## src/design/cpic_pkg.sv

```systemverilog
// shared types and constants of the circulation pump interval controller
package cpic_pkg;

	// register indexes of the configuration port
	typedef enum logic [2:0] {
		REG_NOMINAL_THRESHOLD = 3'd0,
		REG_HYSTERESIS        = 3'd1,
		REG_INTERVAL_SECONDS  = 3'd2,
		REG_DURATION_SECONDS  = 3'd3,
		REG_MAX_RUN_SECONDS   = 3'd4
	} reg_index_t;

	// reason codes of a switch command
	typedef enum logic [1:0] {
		CAUSE_INTERVAL_START = 2'd0,
		CAUSE_INTERVAL_STOP  = 2'd1,
		CAUSE_BELOW_THRESH   = 2'd2,
		CAUSE_MAX_RUN_OFF    = 2'd3
	} cause_t;

	// source codes of an update
	localparam logic SRC_TEMPERATURE = 1'b0;
	localparam logic SRC_PUMP        = 1'b1;

	localparam logic [1:0] SEEN_ALL = 2'b11;

	// register reset values
	localparam logic [10:0] RST_NOMINAL_THRESHOLD = 11'd650;
	localparam logic [7:0]  RST_HYSTERESIS        = 8'd5;
	localparam logic [15:0] RST_INTERVAL_SECONDS  = 16'd1200;
	localparam logic [15:0] RST_DURATION_SECONDS  = 16'd180;
	localparam logic [15:0] RST_MAX_RUN_SECONDS   = 16'd1200;

	// one switch command
	typedef struct packed {
		logic   on;
		cause_t cause;
	} cmd_t;

	// commands caused by one update, one or two of them
	typedef struct packed {
		logic two;
		cmd_t c0;
		cmd_t c1;
	} entry_t;

	// configuration write bundle
	typedef struct packed {
		logic       valid;
		reg_index_t index;
		logic [15:0] data;
	} cfg_wr_t;

endpackage

```

## src/design/circulation_pump_interval_control.sv

```systemverilog
// An update's first command passes the capture stage, the queue and the output register.
// The front takes one update per cycle while the queue has room; the output moves one
// command per cycle while out_ready is high, sending an update's two commands in turn.
// The evaluation stage updates the controller state once per update as it leaves capture.
// Reset: asynchronous, clears control state and loads the register defaults.
module circulation_pump_interval_control #(
	parameter int QUEUE_DEPTH = 4
) (
	input  logic              clk,
	input  logic              arst_n,
	input  logic              cfg_valid,
	output logic              cfg_ready,
	input  logic [2:0]        cfg_index,
	input  logic [15:0]       cfg_data,
	input  logic              in_valid,
	output logic              in_ready,
	input  logic              source_id,
	input  logic signed [15:0] water_temp,
	input  logic              pump_running,
	input  logic [31:0]       now_seconds,
	output logic              out_valid,
	input  logic              out_ready,
	output logic              switch_on,
	output logic [1:0]        cause,
	output logic              last_of_run
);

	cpic_pkg::cfg_wr_t cfg;
	logic              push_valid, push_ready;
	cpic_pkg::entry_t  push_entry;
	logic              pop_valid, pop_ready;
	cpic_pkg::entry_t  pop_entry;

	// register writes are always taken
	assign cfg_ready = 1'b1;
	assign cfg.valid = cfg_valid;
	assign cfg.index = cpic_pkg::reg_index_t'(cfg_index);
	assign cfg.data  = cfg_data;

	cpic_front u_front (
		.clk          (clk),
		.arst_n       (arst_n),
		.cfg          (cfg),
		.in_valid     (in_valid),
		.in_ready     (in_ready),
		.source_id    (source_id),
		.water_temp   (water_temp),
		.pump_running (pump_running),
		.now_seconds  (now_seconds),
		.push_valid   (push_valid),
		.push_entry   (push_entry),
		.push_ready   (push_ready)
	);

	cpic_queue #(
		.DEPTH (QUEUE_DEPTH)
	) u_queue (
		.clk        (clk),
		.arst_n     (arst_n),
		.push_valid (push_valid),
		.push_entry (push_entry),
		.push_ready (push_ready),
		.pop_valid  (pop_valid),
		.pop_entry  (pop_entry),
		.pop_ready  (pop_ready)
	);

	cpic_back u_back (
		.clk         (clk),
		.arst_n      (arst_n),
		.q_valid     (pop_valid),
		.q_entry     (pop_entry),
		.q_ready     (pop_ready),
		.out_valid   (out_valid),
		.out_ready   (out_ready),
		.switch_on   (switch_on),
		.cause       (cause),
		.last_of_run (last_of_run)
	);

endmodule

```

## src/design/cpic_queue.sv

```systemverilog
// short command queue between the evaluation front and the output back
module cpic_queue #(
	parameter int DEPTH = 4
) (
	input  logic             clk,
	input  logic             arst_n,
	input  logic             push_valid,
	input  cpic_pkg::entry_t push_entry,
	output logic             push_ready,
	output logic             pop_valid,
	output cpic_pkg::entry_t pop_entry,
	input  logic             pop_ready
);

	localparam int PW = (DEPTH > 1) ? $clog2(DEPTH) : 1;
	localparam int CW = $clog2(DEPTH + 1);
	localparam logic [PW-1:0] LAST_PTR = PW'(DEPTH - 1);
	localparam logic [CW-1:0] FULL_CNT = CW'(DEPTH);

	cpic_pkg::entry_t mem_q [DEPTH];
	logic [PW-1:0] wr_ptr_q, rd_ptr_q;
	logic [CW-1:0] count_q;
	logic do_push, do_pop;

	assign push_ready = (count_q != FULL_CNT);
	assign pop_valid  = (count_q != '0);
	assign pop_entry  = mem_q[rd_ptr_q];
	assign do_push    = push_valid && push_ready;
	assign do_pop     = pop_valid && pop_ready;

	// storage
	always_ff @(posedge clk) begin
		if (do_push) begin
			mem_q[wr_ptr_q] <= push_entry;
		end
	end

	// pointers and fill count
	always_ff @(posedge clk or negedge arst_n) begin
		if (!arst_n) begin
			wr_ptr_q <= '0;
			rd_ptr_q <= '0;
			count_q  <= '0;
		end else begin
			if (do_push) begin
				wr_ptr_q <= (wr_ptr_q == LAST_PTR) ? '0 : wr_ptr_q + 1'b1;
			end
			if (do_pop) begin
				rd_ptr_q <= (rd_ptr_q == LAST_PTR) ? '0 : rd_ptr_q + 1'b1;
			end
			case ({do_push, do_pop})
				2'b10:   count_q <= count_q + 1'b1;
				2'b01:   count_q <= count_q - 1'b1;
				default: count_q <= count_q;
			endcase
		end
	end

endmodule

```

## src/design/cpic_back.sv

```systemverilog
// output side: serializes the queued commands onto the result channel
module cpic_back (
	input  logic             clk,
	input  logic             arst_n,
	input  logic             q_valid,
	input  cpic_pkg::entry_t q_entry,
	output logic             q_ready,
	output logic             out_valid,
	input  logic             out_ready,
	output logic             switch_on,
	output logic [1:0]       cause,
	output logic             last_of_run
);

	logic            out_valid_q;
	logic            pend_q;
	cpic_pkg::cmd_t  out_cmd_q;
	cpic_pkg::cmd_t  pend_cmd_q;
	logic            last_q;
	logic            free;

	assign free      = !out_valid_q || out_ready;
	assign q_ready   = free && !pend_q;
	assign out_valid = out_valid_q;
	assign switch_on = out_cmd_q.on;
	assign cause     = out_cmd_q.cause;
	assign last_of_run = last_q;

	// control
	always_ff @(posedge clk or negedge arst_n) begin
		if (!arst_n) begin
			out_valid_q <= 1'b0;
			pend_q      <= 1'b0;
		end else if (free) begin
			if (pend_q) begin
				out_valid_q <= 1'b1;
				pend_q      <= 1'b0;
			end else if (q_valid) begin
				out_valid_q <= 1'b1;
				pend_q      <= q_entry.two;
			end else begin
				out_valid_q <= 1'b0;
			end
		end
	end

	// payload
	always_ff @(posedge clk) begin
		if (free) begin
			if (pend_q) begin
				out_cmd_q <= pend_cmd_q;
				last_q    <= 1'b1;
			end else if (q_valid) begin
				out_cmd_q  <= q_entry.c0;
				last_q     <= !q_entry.two;
				pend_cmd_q <= q_entry.c1;
			end
		end
	end

endmodule

```

## src/design/cpic_front.sv

```systemverilog
// input side: takes updates, holds controller state and classifies commands
module cpic_front (
	input  logic              clk,
	input  logic              arst_n,
	input  cpic_pkg::cfg_wr_t cfg,
	input  logic              in_valid,
	output logic              in_ready,
	input  logic              source_id,
	input  logic signed [15:0] water_temp,
	input  logic              pump_running,
	input  logic [31:0]       now_seconds,
	output logic              push_valid,
	output cpic_pkg::entry_t  push_entry,
	input  logic              push_ready
);

	// configuration registers
	logic [10:0] nominal_q;
	logic [7:0]  hyst_q;
	logic [15:0] interval_q, duration_q, max_run_q;

	// controller state
	logic [1:0]         seen_q;
	logic [31:0]        last_on_q, run_start_q;
	logic signed [15:0] thr_q;
	logic               auto_q;

	// captured update
	logic               valid_s1;
	logic               src_s1;
	logic signed [15:0] temp_s1;
	logic               circ_s1;
	logic [31:0]        now_s1;

	logic               adv;
	logic               init, mask_done;
	logic [1:0]         mask_n;
	logic signed [15:0] thr0, thr_nom, thr_low, thr_n;
	logic [31:0]        run0, run1, run_n, last1, last_n;
	logic               auto0, auto_n;
	logic [16:0]        gap;
	logic [31:0]        since_on, d_run;
	logic               above, start_c, stop_c, below_c, below_emit, max_c;
	logic               run_restart;
	cpic_pkg::cmd_t     main_cmd, max_cmd;
	logic               main_v;

	always_ff @(posedge clk or negedge arst_n) begin
		if (!arst_n) begin
			nominal_q  <= cpic_pkg::RST_NOMINAL_THRESHOLD;
			hyst_q     <= cpic_pkg::RST_HYSTERESIS;
			interval_q <= cpic_pkg::RST_INTERVAL_SECONDS;
			duration_q <= cpic_pkg::RST_DURATION_SECONDS;
			max_run_q  <= cpic_pkg::RST_MAX_RUN_SECONDS;
		end else if (cfg.valid) begin
			case (cfg.index)
				cpic_pkg::REG_NOMINAL_THRESHOLD: nominal_q  <= cfg.data[10:0];
				cpic_pkg::REG_HYSTERESIS:        hyst_q     <= cfg.data[7:0];
				cpic_pkg::REG_INTERVAL_SECONDS:  interval_q <= cfg.data;
				cpic_pkg::REG_DURATION_SECONDS:  duration_q <= cfg.data;
				cpic_pkg::REG_MAX_RUN_SECONDS:   max_run_q  <= cfg.data;
				default: ;
			endcase
		end
	end

	// capture stage
	assign in_ready = !valid_s1 || adv;

	always_ff @(posedge clk or negedge arst_n) begin
		if (!arst_n) begin
			valid_s1 <= 1'b0;
		end else if (in_ready) begin
			valid_s1 <= in_valid;
		end
	end

	always_ff @(posedge clk) begin
		if (in_ready && in_valid) begin
			src_s1  <= source_id;
			temp_s1 <= water_temp;
			circ_s1 <= pump_running;
			now_s1  <= now_seconds;
		end
	end

	// start-up tracking of both sources
	assign init      = (seen_q != cpic_pkg::SEEN_ALL);
	assign mask_n    = seen_q | ((src_s1 == cpic_pkg::SRC_PUMP) ? 2'b10 : 2'b01);
	assign mask_done = (mask_n == cpic_pkg::SEEN_ALL);

	assign thr_nom = $signed({5'b0, nominal_q});
	assign thr_low = $signed({5'b0, nominal_q} - {8'b0, hyst_q});
	assign thr0    = init ? thr_nom : thr_q;
	assign run0    = init ? '0 : run_start_q;
	assign auto0   = init ? 1'b0 : auto_q;

	// pump status bookkeeping
	assign last1 = circ_s1 ? now_s1 : last_on_q;
	assign run1  = circ_s1 ? ((run0 == '0) ? now_s1 : run0) : '0;

	// threshold and interval decisions
	assign above    = (temp_s1 >= thr0);
	assign gap      = {1'b0, interval_q} - {1'b0, duration_q};
	assign since_on = circ_s1 ? '0 : (now_s1 - last_on_q);
	assign d_run    = now_s1 - run1;
	assign start_c  = above && (gap[16] || (since_on > {16'b0, gap[15:0]}));
	assign stop_c   = above && !start_c && auto0 && (run1 != '0)
		&& (d_run > {16'b0, duration_q});
	assign below_c    = !above && auto0;
	assign below_emit = below_c && (circ_s1 || (last_on_q == now_s1));

	// a start with no run open opens one now, so its age is zero
	assign run_restart = start_c && (run1 == '0);
	assign run_n  = run_restart ? now_s1 : run1;
	assign last_n = start_c ? now_s1 : last1;
	assign max_c  = (run_n != '0)
		&& (run_restart ? (max_run_q == '0) : (d_run >= {16'b0, max_run_q}));

	always_comb begin
		thr_n  = thr0;
		auto_n = auto0;
		if (start_c) begin
			thr_n  = thr_low;
			auto_n = 1'b1;
		end else if (stop_c) begin
			auto_n = 1'b0;
		end else if (below_c) begin
			thr_n  = thr_nom;
			auto_n = 1'b0;
		end
	end

	// command list for the queue
	always_comb begin
		main_v         = start_c || stop_c || below_emit;
		main_cmd.on    = start_c;
		main_cmd.cause = start_c ? cpic_pkg::CAUSE_INTERVAL_START
			: (stop_c ? cpic_pkg::CAUSE_INTERVAL_STOP : cpic_pkg::CAUSE_BELOW_THRESH);
		max_cmd.on     = 1'b0;
		max_cmd.cause  = cpic_pkg::CAUSE_MAX_RUN_OFF;
		push_entry.two = main_v && max_c;
		push_entry.c0  = main_v ? main_cmd : max_cmd;
		push_entry.c1  = max_cmd;
	end

	assign push_valid = valid_s1 && !(init && !mask_done) && (main_v || max_c);
	assign adv        = valid_s1 && (!push_valid || push_ready);

	// state update
	always_ff @(posedge clk or negedge arst_n) begin
		if (!arst_n) begin
			seen_q      <= '0;
			last_on_q   <= '0;
			run_start_q <= '0;
			thr_q       <= '0;
			auto_q      <= 1'b0;
		end else if (adv) begin
			if (init && !mask_done) begin
				seen_q <= mask_n;
			end else begin
				seen_q      <= cpic_pkg::SEEN_ALL;
				last_on_q   <= last_n;
				run_start_q <= run_n;
				thr_q       <= thr_n;
				auto_q      <= auto_n;
			end
		end
	end

endmodule
```

## config.mk

```make
export PLATFORM = sky130hd
export DESIGN_NAME = circulation_pump_interval_control
export DESIGN_NICKNAME = d
export VERILOG_FILES = /design/src/design/cpic_pkg.sv /design/src/design/circulation_pump_interval_control.sv /design/src/design/cpic_queue.sv /design/src/design/cpic_back.sv /design/src/design/cpic_front.sv
export SDC_FILE = /design/constraint.sdc
export NUM_CORES = 1
export LEC_CHECK = 0
export ABC_AREA = 1
export ABC_CLOCK_PERIOD_IN_PS = 6190
export BUFFER_PORTS_ARGS = -buffer_cell sky130_fd_sc_hd__buf_2
export CAP_MARGIN = 10
export CELL_PAD_IN_SITES_DETAIL_PLACEMENT = 0
export CELL_PAD_IN_SITES_GLOBAL_PLACEMENT = 1
export CORE_MARGIN = 5
export CORE_UTILIZATION = 42
export CTS_CLUSTER_SIZE = 28
export DETAILED_ROUTE_END_ITERATION = 16
export GPL_TIMING_DRIVEN = 0
export PLACE_DENSITY = 0.81
export SLEW_MARGIN = 20
export SYNTH_ARGS = -nofsm -noshare
export SYNTH_HDL_FRONTEND = slang
export SYNTH_SLANG_ARGS = --single-unit
```

## constraint.sdc

```tcl
create_clock -name clk -period 6.19 [get_ports clk]
set_clock_uncertainty 0.05 [all_clocks]
set_input_delay 0.619 -clock clk [delete_from_list [all_inputs] [get_ports clk]]
set_output_delay 0.619 -clock clk [all_outputs]
set_load 0.1 [all_outputs]
```

# [Word-level counts from Yosys, hierarchy flattened]
# Memories as Yosys holds them, arrays and structs flattened.
# Cells that the tools add are included.
[word_totals] regBits=217 mem_bits_rw=16 inputBits=74 out_inout_bits=7 elab_cells=140 mem_count=1
[mem_list] memory="u_queue.mem_q" words=4 word_bits=4 rd=1 rd_ports_with_merged_regs=0 wr=1 line_no="cpic_queue.sv:20" text="cpic_pkg::entry_t mem_q [DEPTH];"
[op_classes] addsub=8 order_cmp=4 n_eq_ne=12 mux=33 bitwise=3 n_reduce_logical=54
[op_table] cell="two-way mux 32 bit" count=7
[op_table] cell="greater-than comparator 32 x 16 -> 1 bit" count=2
[op_table] cell="logical NOT 32 bit" count=2
[op_table] cell="two-way mux 16 bit" count=4
[op_table] cell="nonzero test 32 bit" count=2
[op_table] cell="subtractor 32 bit" count=2
[op_table] cell="equality test 32 bit" count=1
[op_table] cell="greater-or-equal comparator 32 x 16 -> 1 bit" count=1
[op_table] cell="logical AND 1 bit" count=18
[op_table] cell="subtractor 16 x 16 -> 17 bit" count=1
[op_table] cell="greater-or-equal comparator 16 bit" count=1
[op_table] cell="logical NOT 16 bit" count=1
[op_table] cell="AND reduction 2 bit" count=7
[op_table] cell="two-way mux 1 bit" count=12
[op_table] cell="two-way mux 2 bit" count=6
[op_table] cell="subtractor 11 x 8 -> 12 bit" count=1
[op_table] cell="logical NOT 1 bit" count=9
[op_table] cell="two-way mux 3 bit" count=3
[op_table] cell="equality test 2 bit, second input constant" count=4
[op_table] cell="logical OR 1 bit" count=8
[op_table] cell="equality test 3 x 2 -> 1 bit, second input constant" count=2
[op_table] cell="one-hot mux 3 bit (2 select lines)" count=1
[op_table] cell="AND reduction 3 bit" count=2
[op_table] cell="nonzero test 2 bit" count=3
[op_table] cell="other kinds (12)" count=14

# [Longest topological paths before layout]
[logic_depth] ltp_word=19 ltp_mapped=44 mapped_depth_nobuf=43

# [Modules after synthesis]
# From an unflattened synthesis, not the netlist that was laid out.
[unflattened] cells_unflattened=2531 hier_area_um2=18360.1
[modules_own_cells] mod="cpic_front" n_inst=1 cells_per_inst=2354 area_per_inst_um2=16356.9 seq_area_each_um2=5302.6
[modules_own_cells] mod="cpic_queue" n_inst=1 cells_per_inst=140 area_per_inst_um2=1600.3 seq_area_each_um2=1016.0
[modules_own_cells] mod="cpic_back" n_inst=1 cells_per_inst=35 area_per_inst_um2=391.6 seq_area_each_um2=260.2
[modules_own_cells] mod="circulation_pump_interval_control" n_inst=1 cells_per_inst=2 area_per_inst_um2=11.3 seq_area_each_um2=0.0

# [Worst setup path before layout]
# OpenSTA, ideal clock, no wires.
[synth_path] path_type="register to register" start="register u_front.duration_q[2]" end="register u_front.circ_s1 (enable)" setup_time_ps=404 arrival_ps=6126 required_time_ps=5736 setup_slack_ps=-390 path_stages_with_launch=32 n_path_buf=1 synth_period_minus_slack_ps=6580 path_cell_list="dfstp_2 > inv_1 > ha_1 > nand3_1 > and2_1 > o221ai_1 > a21oi_1 > o21bai_1 > a21oi_1 > o21bai_1 > a21oi_1 > o21bai_1 > a21o_1 > a21oi_1 > xor2_1 > ha_1 > nand2_1 > inv_1 > nand3_1 > nor3_1 > nand2_1 > a21oi_1 > nand3_1 > buf_2 > nand2_1 > nand2_1 > o21ai_0 > and2_1 > nand2_2 > nand3_2 > nand2_1 > inv_1"
[synth_between] elab_chain_len=18 word_cells_on_any_way=24 cone_classes="1 x add/sub; 2 x order compare; 2 x mux; 19 x reduce/logical"
[synth_lines] element="start: declaration" line_no="cpic_front.sv:20" text="logic [15:0] interval_q, duration_q, max_run_q;"
[synth_lines] element="start signal: assignment" line_no="cpic_front.sv:53" text="duration_q <= cpic_pkg::RST_DURATION_SECONDS;"
[synth_lines] element="start signal: assignment" line_no="cpic_front.sv:60" text="cpic_pkg::REG_DURATION_SECONDS: duration_q <= cfg.data;"
[synth_lines] element="branches (longest 11 deep; another with greater-than comparator 32 x 16 -> 1 bit)"
[synth_lines] element="logical OR 1 bit *" line_no="cpic_front.sv:147" text="assign push_valid = valid_s1 && !(init && !mask_done) && (main_v || max_c);"
[synth_lines] element="logical AND 1 bit *" line_no="cpic_front.sv:147"
[synth_lines] element="logical NOT 1 bit *" line_no="cpic_front.sv:148" text="assign adv = valid_s1 && (!push_valid || push_ready);"
[synth_lines] element="logical OR 1 bit *" line_no="cpic_front.sv:148"
[synth_lines] element="logical AND 1 bit *" line_no="cpic_front.sv:148"
[synth_lines] element="logical OR 1 bit *" line_no="cpic_front.sv:68" text="assign in_ready = !valid_s1 || adv;"
[synth_lines] element="via in_ready" line_no="circulation_pump_interval_control.sv:16" text="output logic in_ready,"
[synth_lines] element="logical AND 1 bit *" line_no="cpic_front.sv:79" text="if (in_ready && in_valid) begin"
[synth_lines] element="end signal: assignment" line_no="cpic_front.sv:82" text="circ_s1 <= pump_running;"
[synth_lines] element="end: declaration" line_no="cpic_front.sv:32" text="logic circ_s1;"
# Mark *: on every way through the listed nets, which the timed path passes.
# A chain may end at the register's enable or synchronous reset.

# [Worst setup path in the final report]
[layout_path] start="register u_front.duration_q[2]" end="output port in_ready"
[layout_between] elab_chain_len=17 word_cells_on_any_way=23 cone_classes="1 x add/sub; 2 x order compare; 2 x mux; 18 x reduce/logical"
[layout_lines] element="branches (longest 11 deep; another with greater-than comparator 32 x 16 -> 1 bit)"
[layout_lines] element="logical OR 1 bit *" line_no="cpic_front.sv:147"
[layout_lines] element="logical AND 1 bit *" line_no="cpic_front.sv:147"
[layout_lines] element="logical NOT 1 bit *" line_no="cpic_front.sv:148"
[layout_lines] element="logical OR 1 bit *" line_no="cpic_front.sv:148"
[layout_lines] element="logical AND 1 bit *" line_no="cpic_front.sv:148"
[layout_lines] element="logical OR 1 bit *" line_no="cpic_front.sv:68"
[layout_lines] element="end: declaration" line_no="circulation_pump_interval_control.sv:16"
# Mark *: on every way between the ends.

==> reports/metrics.yaml <==
place_area_um2: 18700
fin_ws_ns: -0.205
gp_congestion: 0.917
syn_area_per_cell_um2: 7.05
seqPwrFrac_pct: 20.2
h-tree-depth: 1
hold_start: "now_seconds[14]"
cp-start-kind: "flip-flop"
initial_core_util_pct: 42.1
port_buffers: 79
dp_hpwl_um: 44300
core_area_um2: 41700
endpoint_kind: "primary output"
pwr-share-clk_pct: 15.7
finalHoldViolations: 0
drc_errors: 0
slew_headroom_pct: 16.5
switching_share_pct: 48.4
clockBufferDepth: 3
p_sw_uw: 5690
power_density_nw_per_um2: 554
async_reset_ff_share_pct: 69.6
ys_warn_count: 0
cpLargestDelayFamily: "simple AND/OR/NAND/NOR gates"
setup_violations: 21
crit_arrival_ns: 5.73
via_per_inst: 5.27
max_freq_mhz: 156
ant_nets: 0
antenna_found_initial: 0
hold_depth: 1
hp-class: "input port to flip-flop"
slew_viol_final: 0
combPwrFrac_pct: 64.1
cp_max_fo: 4
syn2layout_area_growth_pct: 20.8
fin_crit_ns: 6.40
worstReg2RegEnd: "u_queue.count_q[2]"
antenna_cells: 0
seq_area_frac_synth_pct: 34.9
synthFlopType: "dfrtp_1"
rsz0062_at_grt: "yes"
cts.reportedPaths.clkPinSlew_ns: 0.06
max-vdd-ir-drop_mv: 0.233
r2r_start: "u_front.duration_q[2]"
grt_pass1_wl_um: 89300
dr.pass1.iters: 7
rows: 75
final_cell_mix: "nand2_1, inv_1, nand3_1"
dieArea_um2: 46000
fin_crit_sh_pct: 103
ioPinCount: 81
final_cell_area_um2: 21200
synthCells: 2489
crit_path_frequent_cell: "buf_4"
dr_total_vias: 17100
fin_tns_setup_ns: -1.31
power_leakage_uw: 0.0108
reg2reg_depth: 44
die_y_um: 214
syn_nets: 2726
track_usage_pct: 24.0
cp.buffers_inverters: 11
whs_ns: 0.177
layout_commonest_cell: "nand2_1"
intPower_uw: 6060
crit_type: "flip-flop to primary output"
ys_seq_elements: 230
cp.depth: 36
synth_enable_flop_cells: 70
grt_pass1_vias: 16400
ys_types: 49
clock_sinks: 230
violations: "negative setup slack"
overflow: 0
cts_buffers: 28
die_w_um: 214
status: "finished with violations"
cts_tree: "done"
cp.required_ns: 5.52
grt_max_degree: 94
synth_area_um2: 17600
clk_latency_ns: 0.56
holdPathEnd: "u_front.now_s1[14]"
final_layout_size_suffix_gt1_share_pct: 15.1
wl_per_cell_um: 17.7
maxCapViolCount: 0
fin_nets: 2912
crit_slowest_cell: "dfstp_2"
pre_cts_ws_ns: -1.62
drt_iter0_drc: 1336
slowest_delay_ns: 0.56
worst_pin_slew_ns: 1.24
routed_wirelength_um: 57200
root_buffer: "clkbuf_16"
reg2reg_slack_ns: -0.11
[how the worst max path moves through the flow]
| stage | start | end | slack [ns] |
|---|---|---|---|
| after floorplan | u_front.duration_q[2] | u_front.circ_s1 | 0.02 |
| after global placement | u_front.duration_q[2] | u_front.now_s1[15] | -1.74 |
| after detailed placement | u_front.duration_q[2] | u_queue.count_q[2] | -1.62 |
| after CTS | u_front.duration_q[2] | in_ready | -0.31 |
| after global routing | u_front.duration_q[2] | in_ready | -0.53 |
| final | u_front.duration_q[2] | in_ready | -0.21 |
[power groups by stage]
stage / clock network (µW) / logic, µW / registers, µW
finish: 1840 / 7530 / 2380
global placement: 0 / 6110 / 2380
CTS: 1880 / 7050 / 2370
floorplan: 0 / 4470 / 2390
global route: 1940 / 8380 / 2420
detailed placement: 0 / 6250 / 2390
[flip-flops by register name, indices dropped and copies added, names as in the netlist, 2 cells and up]
signal / count
u_front.seen_q: 2
u_front.last_on_q: 32
u_front.now_s1: 32
u_front.interval_q: 16
u_front.hyst_q: 8
u_queue.wr_ptr_q: 2
u_front.duration_q: 16
u_front.thr_q: 16
u_front.max_run_q: 16
u_front.run_start_q: 32
u_queue.mem_q: 16
u_front.nominal_q: 11
u_back.cause: 2
u_front.temp_s1: 16
u_queue.count_q: 3
u_queue.rd_ptr_q: 2
[per-stage QoR]
| stage | total power, µW | utilization, % | std cells |
|---|---|---|---|
| 2_1_floorplan | 6860 | - | 2489 |
| 3_3_place_gp | 8490 | 44.7 | 3107 |
| 3_5_place_dp | 8630 | 45.0 | 3110 |
| 4_1_cts | 11300 | 49.7 | 3222 |
| 5_1_grt | 12700 | 50.9 | 3236 |
| 6_report | 11700 | 50.9 | 3236 |
[per-layer routing]
layer  part of all wire, %  GRT usage [%]  vias up
met5                     0              0        -
li1                      -              -     8456
met1                    45           33.4     7999
met2                    47           40.2      493
met3                   5.8           2.84      102
met4                   2.5           6.18        0
[cell usage after synthesis, drive strengths merged (13+ instances only)]
cell | instances | area, µm²
dfstp | 18 | 473
a31oi | 13 | 81.3
o21ai | 207 | 1050
nor3 | 18 | 90.1
buf | 37 | 240
a21oi | 123 | 616
clkbuf | 35 | 131
xor2 | 37 | 324
xnor2 | 17 | 149
ha | 158 | 1980
nand3 | 179 | 923
nand4 | 48 | 300
dfrtp | 142 | 3550
edfxtp | 70 | 2100
nand2 | 772 | 2910
inv | 396 | 1490
nor2 | 148 | 568
[timing repair]
item / CTS / global route
hold endpoints to repair: 8 / 0
gates cloned: 1 / 0
pin swaps: 33 / 55
gates resized for setup: 121 / 97
setup endpoints to repair: 168 / 152
hold buffers: 1 / 0
buffers inserted: 58 / 20
[cell type report]
class | count | area, µm²
Clock buffer | 41 | 852
Timing Repair Buffer | 157 | 1160
Inverter | 396 | 1500
Multi-Input combinational cell | 1791 | 10300
Sequential cell | 230 | 6130
Tap cell | 539 | 674
Buffer | 71 | 440
Clock inverter | 11 | 193
Fill cell | 4244 | 20400
[logic make-up after synthesis]
kind of cell               synth area share (%)
muxes                                    0.0570
buffers and inverters                      10.6
other                                    0.0214
xor gates and xnor gates                   2.69
and+or+nand+nor                            27.8
AOI/OAI and AO/OA                          12.1
adders and majority gates                  11.8
DFF                                        34.9
Power figures use the tool's default switching activity.
